## config.mk

```make
export PLATFORM = sky130hd
export DESIGN_NAME = fit_policy_block_allocator
export DESIGN_NICKNAME = d
export VERILOG_FILES = /design/src/fpba_pkg.sv /design/src/fpba_cell.sv /design/src/fit_policy_block_allocator.sv
export VERILOG_INCLUDE_DIRS = /design/src /design/src/src
export SDC_FILE = /design/constraint.sdc
export NUM_CORES = 2
export LEC_CHECK = 0
export ABC_AREA = 1
export BUFFER_PORTS_ARGS = -buffer_cell sky130_fd_sc_hd__buf_4
export CAP_MARGIN = 20
export CORE_ASPECT_RATIO = 0.8
export CORE_MARGIN = 2
export CORE_UTILIZATION = 64
export CTS_CLUSTER_SIZE = 10
export DETAILED_ROUTE_END_ITERATION = 16
export PLACE_DENSITY_LB_ADDON = 0.05
export SETUP_SLACK_MARGIN = 0.2
export SYNTH_ARGS = -nofsm -noshare
export SYNTH_HDL_FRONTEND = slang
export SYNTH_SLANG_ARGS = --single-unit
```

## constraint.sdc

```tcl
create_clock -name clock -period 2.9 [get_ports clock]
set_input_delay 0.145 -clock clock [delete_from_list [all_inputs] [get_ports clock]]
set_output_delay 0.145 -clock clock [all_outputs]
set_load 0.02 [all_outputs]
```

## src/fit_policy_block_allocator_assert.svh

```systemverilog
// Assertion macros used by the allocator RTL.
// Each expects signals named clock and reset in the using module.
`ifndef FIT_POLICY_BLOCK_ALLOCATOR_ASSERT_SVH
`define FIT_POLICY_BLOCK_ALLOCATOR_ASSERT_SVH

// Check an invariant at every clock edge outside reset.
`define FPBA_CHECK(lbl, expr) \
   lbl: assert property (@(posedge clock) disable iff (reset) (expr)) \
      else $error("allocator invariant violated");

// Check a consequence in the same cycle as its trigger.
`define FPBA_CHECK_NOW(lbl, ante, cons) \
   lbl: assert property (@(posedge clock) disable iff (reset) (ante) |-> (cons)) \
      else $error("allocator same-cycle check failed");

// Check a consequence in the cycle after its trigger.
`define FPBA_CHECK_NEXT(lbl, ante, cons) \
   lbl: assert property (@(posedge clock) disable iff (reset) (ante) |=> (cons)) \
      else $error("allocator next-cycle check failed");

`endif

```

## src/fpba_pkg.sv

```systemverilog
package fpba_pkg;

   localparam int NUM_BLOCKS = 16;
   localparam int SIZE_WIDTH = 16;
   localparam int CELL_W     = (NUM_BLOCKS > 1) ? $clog2(NUM_BLOCKS) : 1;
   localparam int CNT_W      = $clog2(NUM_BLOCKS + 1);

   localparam int POLICY_W   = 2;
   localparam int COUNT_W    = 5;
   localparam int CSR_DATA_W = 5;

   localparam logic [POLICY_W-1:0] POLICY_FIRST = 2'd0;
   localparam logic [POLICY_W-1:0] POLICY_BEST  = 2'd1;
   localparam logic [POLICY_W-1:0] POLICY_WORST = 2'd2;

   localparam logic CMD_LOAD  = 1'b0;
   localparam logic CMD_ALLOC = 1'b1;

   localparam logic CSR_FIT_POLICY  = 1'b0;
   localparam logic CSR_BLOCK_COUNT = 1'b1;

   // Best candidate so far, handed from cell to cell during a scan.
   typedef struct packed {
      logic                  found;
      logic [CELL_W-1:0]     pick;
      logic [SIZE_WIDTH-1:0] value;
   } scan_tok_type;

   // Broadcast write into the row of cells.
   typedef struct packed {
      logic                  en;
      logic [CELL_W-1:0]     idx;
      logic [SIZE_WIDTH-1:0] value;
   } cell_wr_type;

endpackage

```

## src/fpba_cell.sv

```systemverilog
module fpba_cell (
   input  logic                               clock,
   input  logic                               reset,
   input  logic [fpba_pkg::CELL_W-1:0]        cell_idx,
   input  logic                               part,
   input  logic [fpba_pkg::POLICY_W-1:0]      policy,
   input  logic [fpba_pkg::SIZE_WIDTH-1:0]    req_size,
   input  fpba_pkg::cell_wr_type              wr,
   input  fpba_pkg::scan_tok_type             prev_tok,
   output fpba_pkg::scan_tok_type             next_tok
);
   import fpba_pkg::*;

   logic [SIZE_WIDTH-1:0] value_ff, value_in;
   scan_tok_type          tok_ff, tok_in;
   logic                  fits;
   logic                  take;

   always_comb begin
      fits = part && (value_ff >= req_size);
      // strict compares keep the lower index on a tie
      unique case (policy)
         POLICY_BEST:  take = fits && (!prev_tok.found || (value_ff < prev_tok.value));
         POLICY_WORST: take = fits && (!prev_tok.found || (value_ff > prev_tok.value));
         default:      take = fits && !prev_tok.found;
      endcase

      if (take) begin
         tok_in.found = 1'b1;
         tok_in.pick  = cell_idx;
         tok_in.value = value_ff;
      end else begin
         tok_in = prev_tok;
      end

      value_in = (wr.en && (wr.idx == cell_idx)) ? wr.value : value_ff;
   end

   always_ff @(posedge clock) begin
      if (reset) begin
         value_ff <= '0;
         tok_ff   <= '0;
      end else begin
         value_ff <= value_in;
         tok_ff   <= tok_in;
      end
   end

   assign next_tok = tok_ff;

endmodule

```

## src/fit_policy_block_allocator.sv

```systemverilog
// Load: the entry is written and the result registered; no new request until it is emitted.
// Allocate: the candidate token walks the row of NUM_BLOCKS cells, one cell per cycle,
// then the winner is committed to the table and the result registered; the response
// register takes it once the output is free, and no new request is accepted before that.
// Reset (synchronous, active high) zeroes every table entry, fit_policy and block_count.
`include "fit_policy_block_allocator_assert.svh"

module fit_policy_block_allocator (
   input  logic                              clock,
   input  logic                              reset,
   input  logic                              req_tvalid,
   output logic                              req_tready,
   input  logic [23:0]                       req_tdata,   // block_index[3:0], size_value[19:4]
   input  logic                              req_tuser,   // command[0]
   output logic                              rsp_tvalid,
   input  logic                              rsp_tready,
   output logic [23:0]                       rsp_tdata,   // chosen_block[3:0], remaining_after[19:4]
   output logic                              rsp_tuser,   // granted[0]
   input  logic                              csr_wr_en,
   input  logic                              csr_index,
   input  logic [fpba_pkg::CSR_DATA_W-1:0]   csr_wr_data
);
   import fpba_pkg::*;

   typedef enum logic [2:0] {
      ST_IDLE = 3'b001,
      ST_SCAN = 3'b010,
      ST_EMIT = 3'b100
   } state_type;

   state_type             state_ff, state_in;
   logic [POLICY_W-1:0]   fit_policy_ff, fit_policy_in;
   logic [COUNT_W-1:0]    block_count_ff, block_count_in;
   logic [SIZE_WIDTH-1:0] req_size_ff, req_size_in;
   logic [CNT_W-1:0]      scan_cnt_ff, scan_cnt_in;
   logic                  res_granted_ff, res_granted_in;
   logic [3:0]            res_block_ff, res_block_in;
   logic [15:0]           res_remain_ff, res_remain_in;
   logic                  rsp_valid_ff, rsp_valid_in;
   logic                  rsp_granted_ff;
   logic [3:0]            rsp_block_ff;
   logic [15:0]           rsp_remain_ff;

   scan_tok_type          tok [NUM_BLOCKS+1];
   logic [NUM_BLOCKS-1:0] part;
   cell_wr_type           wr;
   logic [CNT_W-1:0]      count_sat;

   logic                  req_xfer;
   logic [3:0]            in_idx;
   logic [SIZE_WIDTH-1:0] in_size;
   logic                  load_ok;
   logic                  scan_done;
   logic                  rsp_free;
   logic                  rsp_load;
   logic [SIZE_WIDTH-1:0] grant_value;
   scan_tok_type          tail;

   assign req_tready = (state_ff == ST_IDLE);
   assign req_xfer   = req_tvalid && req_tready;
   assign in_idx     = req_tdata[3:0];
   assign in_size    = SIZE_WIDTH'(req_tdata[19:4]);
   assign load_ok    = (int'(in_idx) < NUM_BLOCKS);

   assign count_sat  = (int'(block_count_ff) > NUM_BLOCKS) ? CNT_W'(NUM_BLOCKS)
                                                          : CNT_W'(block_count_ff);

   assign tok[0]      = '0;
   assign tail        = tok[NUM_BLOCKS];
   assign scan_done   = (state_ff == ST_SCAN) && (scan_cnt_ff == CNT_W'(NUM_BLOCKS));
   assign grant_value = tail.value - req_size_ff;
   assign rsp_free    = !rsp_valid_ff || rsp_tready;
   assign rsp_load    = (state_ff == ST_EMIT) && rsp_free;

   for (genvar g = 0; g < NUM_BLOCKS; g++) begin : g_cell
      assign part[g] = (CNT_W'(g) < count_sat);

      fpba_cell u_cell (
         .clock    (clock),
         .reset    (reset),
         .cell_idx (CELL_W'(g)),
         .part     (part[g]),
         .policy   (fit_policy_ff),
         .req_size (req_size_ff),
         .wr       (wr),
         .prev_tok (tok[g]),
         .next_tok (tok[g+1])
      );
   end

   always_comb begin
      state_in       = state_ff;
      req_size_in    = req_size_ff;
      scan_cnt_in    = scan_cnt_ff;
      res_granted_in = res_granted_ff;
      res_block_in   = res_block_ff;
      res_remain_in  = res_remain_ff;
      wr             = '0;

      unique case (state_ff)
         ST_IDLE: begin
            if (req_xfer) begin
               if (req_tuser == CMD_LOAD) begin
                  wr.en          = load_ok;
                  wr.idx         = CELL_W'(in_idx);
                  wr.value       = in_size;
                  res_granted_in = 1'b0;
                  res_block_in   = in_idx;
                  res_remain_in  = load_ok ? 16'(in_size) : '0;
                  state_in       = ST_EMIT;
               end else begin
                  req_size_in = in_size;
                  scan_cnt_in = '0;
                  state_in    = ST_SCAN;
               end
            end
         end
         ST_SCAN: begin
            if (scan_done) begin
               // commit: the token at the tail holds the winner of the walk
               wr.en          = tail.found;
               wr.idx         = tail.pick;
               wr.value       = grant_value;
               res_granted_in = tail.found;
               res_block_in   = tail.found ? 4'(tail.pick) : '0;
               res_remain_in  = tail.found ? 16'(grant_value) : '0;
               state_in       = ST_EMIT;
            end else begin
               scan_cnt_in = scan_cnt_ff + 1'b1;
            end
         end
         ST_EMIT: begin
            if (rsp_free) begin
               state_in = ST_IDLE;
            end
         end
         default: begin
            state_in = ST_IDLE;
         end
      endcase
   end

   always_comb begin
      fit_policy_in  = fit_policy_ff;
      block_count_in = block_count_ff;
      if (csr_wr_en) begin
         unique case (csr_index)
            CSR_FIT_POLICY:  fit_policy_in  = csr_wr_data[POLICY_W-1:0];
            CSR_BLOCK_COUNT: block_count_in = csr_wr_data[COUNT_W-1:0];
         endcase
      end
   end

   always_comb begin
      if (rsp_load) begin
         rsp_valid_in = 1'b1;
      end else if (rsp_tready) begin
         rsp_valid_in = 1'b0;
      end else begin
         rsp_valid_in = rsp_valid_ff;
      end
   end

   always_ff @(posedge clock) begin
      if (reset) begin
         state_ff       <= ST_IDLE;
         fit_policy_ff  <= '0;
         block_count_ff <= '0;
         scan_cnt_ff    <= '0;
         rsp_valid_ff   <= 1'b0;
      end else begin
         state_ff       <= state_in;
         fit_policy_ff  <= fit_policy_in;
         block_count_ff <= block_count_in;
         scan_cnt_ff    <= scan_cnt_in;
         rsp_valid_ff   <= rsp_valid_in;
      end
   end

   always_ff @(posedge clock) begin
      req_size_ff    <= req_size_in;
      res_granted_ff <= res_granted_in;
      res_block_ff   <= res_block_in;
      res_remain_ff  <= res_remain_in;
      if (rsp_load) begin
         rsp_granted_ff <= res_granted_ff;
         rsp_block_ff   <= res_block_ff;
         rsp_remain_ff  <= res_remain_ff;
      end
   end

   assign rsp_tvalid = rsp_valid_ff;
   assign rsp_tuser  = rsp_granted_ff;
   assign rsp_tdata  = {4'b0000, rsp_remain_ff, rsp_block_ff};

   `FPBA_CHECK(a_scan_cnt_bound, scan_cnt_ff <= CNT_W'(NUM_BLOCKS))
   `FPBA_CHECK_NOW(a_pick_in_range, scan_done && tail.found, CNT_W'(tail.pick) < count_sat)
   `FPBA_CHECK_NOW(a_pick_fits, scan_done && tail.found, tail.value >= req_size_ff)
   `FPBA_CHECK_NEXT(a_alloc_starts_scan, req_xfer && (req_tuser == CMD_ALLOC), (state_ff == ST_SCAN) && (scan_cnt_ff == '0))

endmodule
```

Word-level counts from Yosys, hierarchy flattened
Index checks and enable logic that the tools add are counted.

cells by class
  reductions and logical operators = 151
  add/sub/neg operators = 2
  equal/unequal tests = 27
  bitwise gates (word level) = 2
  magnitude comparators = 63
  multiplexer cells = 61

operators by type and width
  cell                                                       count
  two-way mux 21 bit                                         19
  greater-or-equal comparator 16 bit                         16
  > comparator 16 bit                                        15
  less-than comparator 16 bit                                15
  logical AND 1 bit                                          80
  two-way mux 16 bit                                         4
  one-hot mux 21 bit (2 select lines)                        1
  less-than comparator 4 x 5 -> 1 bit, first input constant  8
  == test 4 bit, second input constant                       8
  one-hot mux 1 bit (2 select lines)                         16
  one-hot mux 16 bit (2 select lines)                        1
  logical OR 1 bit                                           31
  OR reduction 2 bit                                         15
  less-than comparator 3 x 5 -> 1 bit, first input constant  4
  two-way mux 5 bit                                          4
  == test 4 x 3 -> 1 bit, second input constant              4
  logical NOT 1 bit                                          16
  two-way mux 4 bit                                          4
  subtractor 16 bit                                          1
  two-way mux 3 bit                                          4
  less-than comparator 1 x 5 -> 1 bit, first input constant  2
  less-than comparator 2 x 5 -> 1 bit, first input constant  2
  one-hot mux 5 bit (2 select lines)                         1
  one-hot mux 3 bit (3 select lines)                         1
  other kinds (20)                                           34

storage, ports and cells
  input bits = 36
  word-level logic and storage cells = 396
  flip-flop bits (word level) = 666

Logic depth before layout (Yosys ltp)
  depth in word-level cells = 7
  mapped depth = 18
  gate-level depth less buffers = 17

Cells and area by module
From an unflattened synthesis, not the netlist that was laid out.

second synthesis, totals
  cell total of the unflattened synthesis = 5875
  area total of the unflattened synthesis = 47001.3 µm²

modules (own cells, without submodules)
  module                      area each (µm²)  seq. area each (µm²)  instances  cells each
  fpba_cell                   2678.8           740.7                 16         336
  fit_policy_block_allocator  4140.2           2062.0                1          499

Least setup slack after synthesis
Ideal clock, no wire load.

  kind = reg2reg
  start point = register req_size_ff[0]
  end point = register g_cell[0].u_cell.value_ff[14]
  cell stages (with the launch flop) = 15
  arrival = 2.464 ns
  path slack = 0.327 ns
  cell sequence = edfxtp_1 -> ha_1 -> inv_1 -> fa_1 -> nand3_1 -> nand2_1 -> nand3_1 -> nand2_1 -> nand3_1 -> nand3_1 -> nand3_1 -> clkbuf_1 -> nand3_1 -> nand2_1 -> inv_1

on the way
  longest elaborated chain between the ends = 3

RTL lines
  element                              RTL line                           text
  from (decl)                          fit_policy_block_allocator.sv:34   logic [SIZE_WIDTH-1:0] req_size_ff, req_size_in;
  from (signal assigned)               fit_policy_block_allocator.sv:181  req_size_ff <= req_size_in;
  subtractor 16 bit                    fit_policy_block_allocator.sv:71   assign grant_value = tail.value - req_size_ff;
  two-way mux 21 bit                   fit_policy_block_allocator.sv:119  if (scan_done) begin
  one-hot mux 21 bit (2 select lines)  fit_policy_block_allocator.sv:100  unique case (state_ff)
  to (signal assigned)                 fpba_cell.sv:44                    value_ff <= value_in;
  to (decl)                            fpba_cell.sv:14                    logic [SIZE_WIDTH-1:0] value_ff, value_in;

No other way between the ends.
A chain may end at the register's enable or synchronous reset.

Worst setup path in the final report
  start point = register state_ff[1]
  end point = register g_cell[10].u_cell.value_ff[13]

on the way
  longest elaborated chain between the ends = 6

RTL lines
  element                                                           RTL line                                                                                               text
  from (decl)                                                       fit_policy_block_allocator.sv:31                                                                       state_type state_ff, state_in;
  from (signal assigned)                                            fit_policy_block_allocator.sv:172                                                                      state_ff <= state_in;
  == test 3 x 2 -> 1 bit or == test 3 x 1 -> 1 bit (tied branches)  fit_policy_block_allocator.sv:70, fit_policy_block_allocator.sv:100, fit_policy_block_allocator.sv:59
  logical AND 1 bit, on equally long branches                       fit_policy_block_allocator.sv:70, fit_policy_block_allocator.sv:60
  two-way mux 21 bit, on equally long branches                      fit_policy_block_allocator.sv:119, fit_policy_block_allocator.sv:102
  one-hot mux 21 bit (2 select lines) (*)                           fit_policy_block_allocator.sv:100
  == test 4 bit                                                     fpba_cell.sv:36                                                                                        value_in = (wr.en && (wr.idx == cell_idx)) ? wr.value : value_ff;
  logical AND 1 bit                                                 fpba_cell.sv:36
  to (signal assigned)                                              fpba_cell.sv:44
  to (decl)                                                         fpba_cell.sv:14

Every way passes the cells marked *; elsewhere a longest branch is shown, timed or not.

==> results.md <==
- RD Place Congestion: 0.945
- Routed Antenna Nets: 0
- Int Power: 0.0147 W
- Critical R2R Launch: state_ff[1]
- DRC errors left: 0
- F_max: 376 MHz
- Die span in x: 275 um
- Switching Fraction: 0.254
- IO Port Bufs: 54
- Critical path startpoint category: register
- R2R depth: 13
- Crit Path Max Fanout: 6
- RSZ-0062 raised after global routing: false
- Comb power frac: 0.091
- Area leader, netlist: dfxtp_1
- Most frequent CP cell: buf_4
- Synth top area share: 0.315
- Final setup vio count: 0
- Ys Warns: 0
- Initial core utilization: 0.648
- Layout net count: 5808
- Crit Path Class: reg -> reg
- Die Y: 221 um
- Final Hold Fails: 0
- Gr usage total: 0.380
- FP Rows: 79
- CP max stage cell: dfxtp_1
- Pre-CTS setup slack: between 0.2 and 0.25 ns
- CP Capture Type: register
- Core area: 58100 um2
- TritonCTS clock tree: yes
- Reg clk slew, reported paths: 0.05 ns
- Slew Viols, Final: 0
- Initial antenna violation count: 3
- H-tree depth: 3
- First-pass GRT wire length: 180 mm
- Avg WL per Cell: 19.3 um
- Total wire length: 117 mm
- Flop pwr share: 0.471
- Maxcap violations: 0
- Area Overhead vs Synth: 12.2%
- Clock network power share: 0.438
- Worst path buffer plus inverter count: 5
- CTS Sinks: 651
- Most frequent cells after synthesis: nand2_1, inv_1, a21oi_1
- Fin Setup TNS: 0 ns
- Tcrit/Tclk final: 0.916
- Sequential element share of the synthesized area: 0.362
- DP HPWL: around 80 mm
- Critical Path Source: state_ff[1]
- CP Cell Sequence: nor3_4, nand3_4, o21ai_4, buf_4, inv_2, nor2_1, nand2_2, nor2_4, buf_4, clkbuf_16, nand3_1, nand2_1, inv_1
- Total number of vias: about 35k
- Core Util, Final: 0.727
- CP Data Required Time: 3.42 ns
- Die footprint: 60800 um2
- Worst Hold Class: in -> reg
- Root buf cell: clkbuf_16
- Slowest stage delay, CP: about 0.39 ns
- Critical Path End: g_cell[10].u_cell.value_ff[13]
- Cell variety after synth: 50
- Minimum clock period: 2.66 ns
- Critical Path AT: approximately 3.2 ns
- Status: finished, final reports clean
- Mapped Cells: 5155
- Synth Cell Area: 37700 um2
- Post-synthesis average cell area: ~7.3 um2
- Number of global-route vias before repair: ~32k
- Flop2flop setup slack: 0.24 ns
- Seq cells post-synth: approximately 650
- IO Count: 63
- First-pass DRT Iterations: 6
- Most instantiated library cell after synthesis: nand2_1
- Worst-margin pin slew: 0.927 ns
- Worst slew margin: 0.382
- Crit path depth: 13
- Synth top area cells: dfxtp_1, ha_1, a21oi_1, nand2_1, inv_1
- Pin count of the biggest net entering global routing: 130
- NetSw: around 0.005 W
- Ys flop type: dfxtp_1
- Clock Path Buffers: 3
- FFs w/ async S/R, synth: 0
- Total grt overflow: 0
- Drt initial violations: 3769
- Setup Skew: 0.0257 ns
- VDD IR max: 536 uV
- CTS Buf Count: 76
- Leak pwr: 19.3 nW
- Post-synth EDFFs: 58
- Delay-heaviest family, CP: simple AND/OR/NAND/NOR gates
- Layout cell share with drive strength beyond 1: 0.0680
- Power per cell area: 466 nW/um2
- Skew-Pair Late Insertion Delay: 0.64 ns
- DR vias/cell: 5.80
- Final worst slack: 0.243 ns
- R2R Path End: g_cell[10].u_cell.value_ff[13]
-- final cells by class --
cell class	count	area, um2
multi-input cells	3520	20300
well taps	769	962
diodes	5	12.5
clock inverters	6	60.1
flip-flops and latches	651	13600
clock buffers	97	2060
fillers	4778	15900
repair buffers	239	2300
inverters	769	2920
-- power by group through the flow --
stage,Combinational (W),Sequential [W],Clock (W)
after floorplan,0.000962,0.00946,0
after global placement,0.00162,0.00946,0
after detailed placement,0.00166,0.00947,0
after CTS,0.00171,0.00927,0.00869
after global routing,0.00193,0.00928,0.00904
final,0.00179,0.00928,0.00862
-- registers in the layout (all words and copies together) (netlist names), 3 cells and up --
| name | cells |
|---|---|
| rsp_block_ff | 4 |
| res_remain_ff | 16 |
| res_block_ff | 4 |
| scan_cnt_ff | 5 |
| rsp_remain_ff | 16 |
| block_count_ff | 5 |
| g_cell.u_cell.value_ff | 256 |
| state_ff | 3 |
| g_cell.u_cell.next_tok | 321 |
| req_size_ff | 16 |
-- metrics by stage --
step                hold WS (ns)  total power, W  instance area [um2]  cells
global route              0.0747          0.0203                42200   6051
detailed placement         0.337          0.0111                39600   5909
global placement           0.336          0.0111                39600   5909
finish                    0.0668          0.0197                42200   6056
CTS                       0.0184          0.0197                42000   6043
floorplan                  0.244          0.0104                37700   5158
-- how the worst min path moves through the flow --
stage / from / endpoint / slack [ns] / cells past startpoint
5_1_grt: csr_wr_data[4] / block_count_ff[4] / 0.07 / 3
3_5_place_dp: req_tdata[10] / req_size_ff[6] / 0.34 / 1
3_3_place_gp: req_tdata[10] / req_size_ff[6] / 0.34 / 1
2_1_floorplan: req_tdata[4] / req_size_ff[0] / 0.24 / 0
6_report: csr_wr_data[4] / block_count_ff[4] / 0.07 / 3
4_1_cts: csr_wr_data[4] / block_count_ff[4] / 0.02 / 3
-- what timing repair did --
action                     CTS  global route
setup buffers                2             5
setup endpoints to repair    1           252
pin swaps                    1             6
cloned                       0             3
resized for setup            0            36
hold endpoints to repair    75             0
hold buffers                29             0
-- tightest hold or removal path, delay by kind of cell --
kind / cells / cell delay (ns)
AO/OA/AOI/OAI: 2 / 0.42
buffers and inverters: 1 / 0.08
-- layer usage --
metal / routed length [um] / up-vias / global-route usage
met2: 49300 / 1577 / 0.568
met1: 49800 / 16100 / 0.527
met5: 0 / - / 0
met4: 5190 / 0 / 0.155
met3: 12500 / 304 / 0.0867
li1: - / 17100 / -
-- cells by family after synthesis --
logic type | count (synthesis) | share of synthesized area
and+or+nand+nor | 1929 | 0.217
buffers and inverters | 988 | 0.102
xor gates and xnor gates | 9 | 0.00209
AOI/OAI and AO/OA | 1062 | 0.146
other | 1 | 0.0000996
DFF | 651 | 0.362
adders and majority gates | 515 | 0.171
-- placed cells by master (no fill, tap or decap), types with 4 or more instances in the layout --
cell           synthesis  routed
nand3_1              400     400
a21o_1                13      13
nand3_4                3       4
edfxtp_1              58      58
clkinv_1              12      10
nand4_1               76      76
o22ai_1               16      15
o21a_1                18      18
nor2_1               479     476
buf_4                 18     170
clkinvlp_4             0       4
o21ai_0              284     284
buf_6                  2       6
xnor2_1                6       6
clkbuf_1             152      16
buf_12                 0      30
dlygate4sd3_1          0      29
inv_1                747     742
nor2_4                 9      10
conb_1                 1       4
ha_1                 514     513
nor3_1                24      22
diode_2                0       5
o21ai_1                8       8
nand2_2                4       6
dfxtp_1              593     593
clkbuf_16              0      80
nand2_1              916     914
inv_2                  9      10
nor2_2                 3       6
a21oi_1              695     693
o21ai_4                4       5
a31oi_1               10      10
No activity file was read; power rests on OpenSTA's default activity.
